$ cat src/hdl/bstt_pkg.sv
package bstt_pkg;

   localparam int unsigned TABLE_ENTRIES_DEFAULT = 4096;

   localparam int unsigned KEY_W   = 64;
   localparam int unsigned DEPTH_W = 8;
   localparam int unsigned SCORE_W = 21;
   localparam int unsigned CMD_W   = 2;
   localparam int unsigned BOUND_W = 2;

   localparam logic [CMD_W-1:0] CMD_PROBE  = 2'd0;
   localparam logic [CMD_W-1:0] CMD_RECORD = 2'd1;
   localparam logic [CMD_W-1:0] CMD_CLEAR  = 2'd2;

   localparam logic [BOUND_W-1:0] BOUND_EXACT = 2'd0;
   localparam logic [BOUND_W-1:0] BOUND_UPPER = 2'd1;
   localparam logic [BOUND_W-1:0] BOUND_LOWER = 2'd2;

   typedef struct packed {
      logic [KEY_W-1:0]          key;
      logic [DEPTH_W-1:0]        depth;
      logic [BOUND_W-1:0]        bound;
      logic signed [SCORE_W-1:0] score;
   } entry_type;

   typedef enum logic [1:0] {
      ST_IDLE,
      ST_REDUCE,
      ST_DECIDE,
      ST_WIPE
   } state_type;

endpackage

$ cat src/hdl/bstt_slot_reduce.sv
module bstt_slot_reduce
   import bstt_pkg::*;
#(
   parameter int unsigned TABLE_ENTRIES = TABLE_ENTRIES_DEFAULT
) (
   input  logic                              clock,
   input  logic                              reset,
   input  logic                              start,
   input  logic [KEY_W-1:0]                  key,
   output logic                              done,
   output logic [$clog2(TABLE_ENTRIES)-1:0]  slot
);

   localparam int unsigned IDX_W  = $clog2(TABLE_ENTRIES);
   localparam bit          IS_POW2 = (TABLE_ENTRIES == (1 << IDX_W));

   logic done_ff;

   assign done = done_ff;

   generate
      if (IS_POW2) begin : g_mask
         logic [IDX_W-1:0] slot_ff;

         always_ff @(posedge clock) begin
            if (reset) begin
               done_ff <= 1'b0;
            end else begin
               done_ff <= start;
            end
            if (start) begin
               slot_ff <= key[IDX_W-1:0];
            end
         end

         assign slot = slot_ff;
      end else begin : g_digit
         localparam int unsigned DIGIT_W = 4;
         localparam int unsigned STEPS   = KEY_W / DIGIT_W;
         localparam int unsigned CNT_W   = $clog2(STEPS);
         localparam int unsigned TRIAL_W = IDX_W + DIGIT_W;
         localparam logic [CNT_W-1:0] LAST_STEP = CNT_W'(STEPS - 1);

         logic [KEY_W-1:0]   key_ff;
         logic [IDX_W-1:0]   rem_ff;
         logic [CNT_W-1:0]   cnt_ff;
         logic               run_ff;
         logic [TRIAL_W-1:0] trial;
         logic [IDX_W-1:0]   rem_in;

         // one key nibble a cycle, msb first: rem = (16*rem + nibble) mod n
         // the quotient digit comes from comparing against all fifteen multiples at once
         always_comb begin
            trial  = {rem_ff, key_ff[KEY_W-1 -: DIGIT_W]};
            rem_in = trial[IDX_W-1:0];
            for (int k = 1; k < (1 << DIGIT_W); k++) begin
               if (trial >= TRIAL_W'(k * TABLE_ENTRIES)) begin
                  rem_in = IDX_W'(trial - TRIAL_W'(k * TABLE_ENTRIES));
               end
            end
         end

         always_ff @(posedge clock) begin
            if (reset) begin
               run_ff  <= 1'b0;
               done_ff <= 1'b0;
               cnt_ff  <= '0;
            end else begin
               done_ff <= run_ff && !start && (cnt_ff == LAST_STEP);
               if (start) begin
                  run_ff <= 1'b1;
                  cnt_ff <= '0;
               end else if (run_ff) begin
                  cnt_ff <= cnt_ff + 1'b1;
                  if (cnt_ff == LAST_STEP) begin
                     run_ff <= 1'b0;
                  end
               end
            end
            if (start) begin
               key_ff <= key;
               rem_ff <= '0;
            end else if (run_ff) begin
               key_ff <= {key_ff[KEY_W-DIGIT_W-1:0], {DIGIT_W{1'b0}}};
               rem_ff <= rem_in;
            end
         end

         assign slot = rem_ff;
      end
   endgenerate

endmodule

$ cat config.mk
export PLATFORM = sky130hd
export DESIGN_NAME = bstt_slot_reduce
export DESIGN_NICKNAME = d
export VERILOG_FILES = /design/src/hdl/bstt_pkg.sv /design/src/hdl/bstt_slot_reduce.sv
export SDC_FILE = /design/constraint.sdc
export NUM_CORES = 1
export LEC_CHECK = 0
export CAP_MARGIN = 0
export CELL_PAD_IN_SITES_DETAIL_PLACEMENT = 1
export CELL_PAD_IN_SITES_GLOBAL_PLACEMENT = 1
export CORE_AREA = 2 2 39 41
export DETAILED_ROUTE_END_ITERATION = 6
export DIE_AREA = 0 0 41 43
export DONT_BUFFER_PORTS = 1
export GPL_ROUTABILITY_DRIVEN = 0
export PLACE_DENSITY = 0.72
export SYNTH_ARGS = -nofsm -noshare
export SYNTH_HDL_FRONTEND = slang
export SYNTH_SLANG_ARGS = --single-unit
$ cat constraint.sdc
create_clock -name clock -period 0.8 [get_ports clock]
set_input_delay 0.12 -clock clock [delete_from_list [all_inputs] [get_ports clock]]
set_output_delay 0.12 -clock clock [all_outputs]
set_load 0.01 [all_outputs]
==> results of run 1 <==
==> power by group through the flow <==
stage	combinational, W	sequential [W]	clock [W]
after floorplan	0.00000442	0.000857	0
after global placement	0.00000460	0.000866	0
after detailed placement	0.00000478	0.000867	0
after CTS	0.0000563	0.000851	0.000368
after global routing	0.0000623	0.000855	0.000415
final	0.0000571	0.000850	0.000364
==> cell usage in the layout, fill, tap and decap left out <==
| cell | instances |
|---|---|
| dlygate4sd3_1 | 13 |
| clkbuf_4 | 3 |
| dfxtp_1 | 1 |
| edfxtp_1 | 12 |
| nor2b_4 | 1 |
| clkbuf_1 | 1 |
==> timing repair <==
action | in CTS | in global routing
gates resized for setup | 0 | 0
endpoints found under the hold margin | 25 | 13
endpoints found under the setup margin | 11 | 12
==> logic make-up (layout without fill, tap and decap cells) <==
group / after synthesis / count (layout) / share of synthesized area [%]
buffers and inverters: 0 / 17 / 0
DFF: 13 / 13 / 96.51
and+or+nand+nor: 1 / 1 / 3.491
==> sequential cells by signal (all words and copies together) (netlist names) <==
name and flops:
slot 12, done 1
==> cell type report <==
cell class	instances	share of cell area [%]
sequential	13	66.67
timing repair buffer	13	22.81
tap	16	3.509
clock buffer	4	4.605
multi-input combinational	1	2.412
==> worst min-delay path by stage <==
stage               startpoint       to  slack [ns]  depth (start not counted)
finish                   start  slot[4]       -0.03                          0
global route             start  slot[4]       -0.05                          0
CTS                      start  slot[4]       -0.03                          0
detailed placement       reset     done        0.19                          1
global placement         reset     done        0.19                          1
floorplan                reset     done        0.18                          1
==> Yosys cell counts (all sizes together) <==
library cell  instances  area [um2]
dfxtp                 1       20.02
edfxtp               12       360.4
nor2b                 1       13.76
==> per-layer routing <==
metal / routed length [um] / vias to the layer above / global-route usage, %
li1: - / 87 / -
met3: 50 / 0 / 3.665
met5: 0 / - / 0
met4: 0 / 0 / 2.000
met2: 358 / 12 / 14.06
met1: 285 / 91 / 11.54
==> stage by stage <==
stage               cell area (um2)  std cells  hold WS [ns]  power [W]
floorplan                     394.1         14        0.1843  0.0008615
global placement              414.1         30        0.1860  0.0008703
detailed placement            414.1         30        0.1874  0.0008719
CTS                           570.5         47      -0.03384   0.001276
global route                  570.5         47      -0.05215   0.001333
finish                        570.5         47      -0.02978   0.001272
==> out/metrics.yaml, run 1 <==
cts_tree: "built"
p_leak_nw: 0.2023
via_count: 190
combinationalPowerShare_pct: 4.5
power_switching_w: 0.0002305
wl_per_cell_um: 14.77
netSwitchingFraction_pct: 18.13
ant_nets: 0
avgViaCountPerCell: 4.043
grt_antenna_before_repair: 0
internal_power_w: 0.001041
max_freq_mhz: 1223
cp-startpoint: "slot[4]"
wl_um: 694
nets: 99
post-place-ws_ns: 0.2589
cp_num_cells: 0
slew-limit-headroom_pct: 90.38
cts_setup_buffers: 0
dr.pass1.iters: 2
cp_max_fo: 1
endpoint: "slot[4]"
syn_avg_cell_area_um2: 28.15
violations: "hold timing, setup timing"
timing.setup.critical_path_class: "reg -> out"
p_seq_share_pct: 66.9
ys_seq_area_share_pct: 96.51
finalSetupViolCount: 9
tns_ns: -0.06629
grt_max_degree: 14
synthesis.area_um2: 394.1
cp.arrival_ns: 0.70
start_util_pct: 28.48
nFillCells: 137
finish.utilization_pct: 41.23
clockBufferDepth: 2
cts.sinks: 13
numCtsBuffers: 3
status: "finished, violations left"
grt_pass1_vias: 220
drv_slew: 0
io_pins: 80
cap_violations: 0
synthToLayoutAreaGrowth_pct: 44.76
clk_pin_slew_worst_paths_ns: 0.07
period_needed_ns: 0.8180
max-vdd-ir-drop_mv: 1.295
required_ns: 0.68
multi_input_area_um2: 13.76
drtIter0Drc: 1
pwr-share-clk_pct: 28.7
setup.worst_path.start_class: "flop"
ys_types: 3
drive_gt1_share_pct: 12.90
cts_hold_buf: 13
io_buffer_count: 0
crit_path_end_kind: "primary output"
rows: 14
ys_warn_count: 0
grt_pass1_wl_mm: 1.048
rsz0062_at_grt: "true"
hold_path.class: "in -> reg"
setup_ws_ns: -0.01797
syn_inst: 14
hold_violations: 13
core-area_um2: 1384
overflow: 0
track_usage_pct: 9.063
powerDensity_nw_per_um2: 2229
dieArea_um2: 1763
cts_root_buf: "clkbuf_4"
diodes: 0
hold_slack_ns: -0.02978
htreeDepth: 1
max_slew.worst_pin.slew_ns: 0.1447
synth_nets: 81
period_share_pct: 102.2
die_width_um: 41
final-seq-area_um2: 380.4
die_h_um: 43
route.detailed.drc: 0
synth.ff_latch_count: 13
Power figures use the tool's default switching activity.
==> inputs of run 2 (changes only) <==
==> constraint.sdc (replaced) <==
create_clock -name clock -period 0.8 [get_ports clock]
set_input_delay 0.12 -clock clock [delete_from_list [all_inputs] [get_ports clock]]
set_output_delay 0.12 -clock clock [all_outputs]
set_load 0.1 [all_outputs]
==> out/metrics.yaml, run 2 (same netlist as run 1, synthesis figures left out) <==
hold_violations: 13  # unchanged
final_cell_mix: "dlygate4sd3_1 (13), buf_12 (13), edfxtp_1 (12)"  # was dlygate4sd3_1 (13), edfxtp_1 (12), clkbuf_4 (3)
status: "finished, violations left"  # unchanged
io_pins: 80  # unchanged
stdcell_count: 60  # was 47
hold_path.class: "in -> reg"  # unchanged
min-delay-start: "start"  # unchanged
io_buffer_count: 0  # unchanged
combinationalPowerShare_pct: 34.1  # was 4.5%
dieArea_um2: 1763  # unchanged
min_path_cells: 0  # unchanged
pwr-share-clk_pct: 20.5  # was 28.7%
avgViaCountPerCell: 4.067  # was 4.043
cts_hold_buf: 13  # unchanged
cp-startpoint: "slot[5]"  # was slot[4]
cp_max_fo: 1  # unchanged
die_h_um: 43  # unchanged
required_ns: 0.68  # about the same
core-area_um2: 1384  # unchanged
die_width_um: 41  # unchanged
numCtsBuffers: 3  # unchanged
via_count: 244  # was 190
clk_pin_slew_worst_paths_ns: 0.07  # about the same
powerDensity_nw_per_um2: 2240  # was 2229 nW/um2
period_needed_ns: 1.016  # was 0.8180 ns
cap_violations: 0  # unchanged
cp.arrival_ns: 0.90  # was 0.70 ns
max_freq_mhz: 984.2  # was 1223 MHz
diodes: 0  # unchanged
largest_register_ffs: 12  # unchanged
max_slew.worst_pin.slew_ns: 0.1374  # was 0.1447 ns
p_leak_nw: 0.3241  # was 0.2023 nW
htreeDepth: 1  # unchanged
violations: "hold timing, setup timing"  # unchanged
slowest_delay_ns: 0.43
drive_gt1_share_pct: 40.91  # was 12.90%
cts_root_buf: "clkbuf_4"  # unchanged
critPathBufInv: 1
grt_pass1_vias: 265  # was 220
drv_slew: 0  # unchanged
cp_slowest_cell: "edfxtp_1"
setup_ws_ns: -0.2161  # was -0.01797 ns
nFillCells: 119  # was 137
wl_per_cell_um: 14.17  # was 14.77 um
nets: 112  # was 99
clockBufferDepth: 2  # unchanged
grt_pass1_wl_mm: 1.283  # was 1.048 mm
grt_antenna_before_repair: 0  # unchanged
rows: 14  # unchanged
hold_slack_ns: -0.04014  # was -0.02978 ns
overflow: 0  # unchanged
wl_um: 850  # was 694 um
cts_tree: "built"  # unchanged
synthToLayoutAreaGrowth_pct: 111.1  # was 44.76%
crit_path_end_kind: "primary output"  # unchanged
route.detailed.drc: 0  # unchanged
setup.worst_path.start_class: "flop"  # unchanged
crit_family: "flip-flops"
finalSetupViolCount: 13  # was 9
internal_power_w: 0.001229  # was 0.001041 W
cts_setup_buffers: 0  # unchanged
dr.pass1.iters: 2  # unchanged
netSwitchingFraction_pct: 34.06  # was 18.13%
path_cells: "buf_12"
track_usage_pct: 12.16  # was 9.063%
rsz0062_at_grt: "true"  # unchanged
ant_nets: 0  # unchanged
max-vdd-ir-drop_mv: 1.167  # was 1.295 mV
start_util_pct: 28.48  # unchanged
drtIter0Drc: 1  # unchanged
cts.sinks: 13  # unchanged
placed_cells: 43  # was 30
period_share_pct: 127.0  # was 102.2%
p_seq_share_pct: 45.4  # was 66.9%
slew-limit-headroom_pct: 90.86  # was 90.38%
timing.setup.critical_path_class: "reg -> out"  # unchanged
worstHoldEndpoint: "slot[5]"  # was slot[4]
grt_max_degree: 14  # unchanged
power_switching_w: 0.0006350  # was 0.0002305 W
finish.utilization_pct: 60.13  # was 41.23%
[run 2: cell types whose count changed in the layout (fill, tap and decap cells not counted)]
cell / change
dfxtp_1: -1
dfxtp_2: +1
buf_12: +13
[run 2: final cells by class]
cell class	instances	area (um2)	area share, %
Sequential cell	13	381.6	45.86
Tap cell	16	20.02	2.406
Multi-Input combinational cell	1	13.76	1.654
Timing Repair Buffer	26	390.4	46.92
Clock buffer	4	26.28	3.158
[run 2: per-stage QoR]
stage / setup TNS [ns] / instance area, um2 / worst slack, ns / hold slack [ns] / power, W
finish: -2.454 / 832.0 / -0.2161 / -0.04014 / 0.001864
global route: -2.899 / 832.0 / -0.2429 / -0.06214 / 0.001927
CTS: -2.642 / 832.0 / -0.2246 / -0.04999 / 0.001885
detailed placement: 0 / 675.6 / 0.07701 / 0.1787 / 0.001450
global placement: 0 / 675.6 / 0.1014 / 0.1778 / 0.001442
floorplan: -2.688 / 395.4 / -0.2240 / 0.1769 / 0.001210
[run 2: what timing repair did]
item | in CTS | in global routing
resized for setup | 0 | 0
endpoints found under the hold margin | 25 | 13
endpoints found under the setup margin | 13 | 13
[run 2: worst max-delay path by stage]
| stage | slack (ns) | to | depth (start not counted) |
|---|---|---|---|
| CTS | -0.22 | slot[5] | 1 |
| floorplan | -0.22 | slot[0] | 0 |
| finish | -0.22 | slot[5] | 1 |
| global route | -0.24 | slot[1] | 1 |
| detailed placement | 0.08 | slot[5] | 1 |
| global placement | 0.10 | slot[9] | 1 |
[run 2: power groups by stage]
stage / logic (W) / registers (W) / clock network [W]
finish: 0.000635 / 0.000846 / 0.000383
global route: 0.000648 / 0.000851 / 0.000428
CTS: 0.000639 / 0.000848 / 0.000399
detailed placement: 0.000586 / 0.000863 / 0
global placement: 0.000585 / 0.000857 / 0
floorplan: 0.00000442 / 0.00121 / 0
[run 2: routing by layer]
metal	vias up	GRT usage [%]	share of wire [%]	wire length [um]
met4	0	12.00	0.94	8
met2	15	18.13	57	488
met5	-	0	0	0
met3	2	2.094	8.8	75
li1	114	-	-	-
met1	113	13.33	33	278
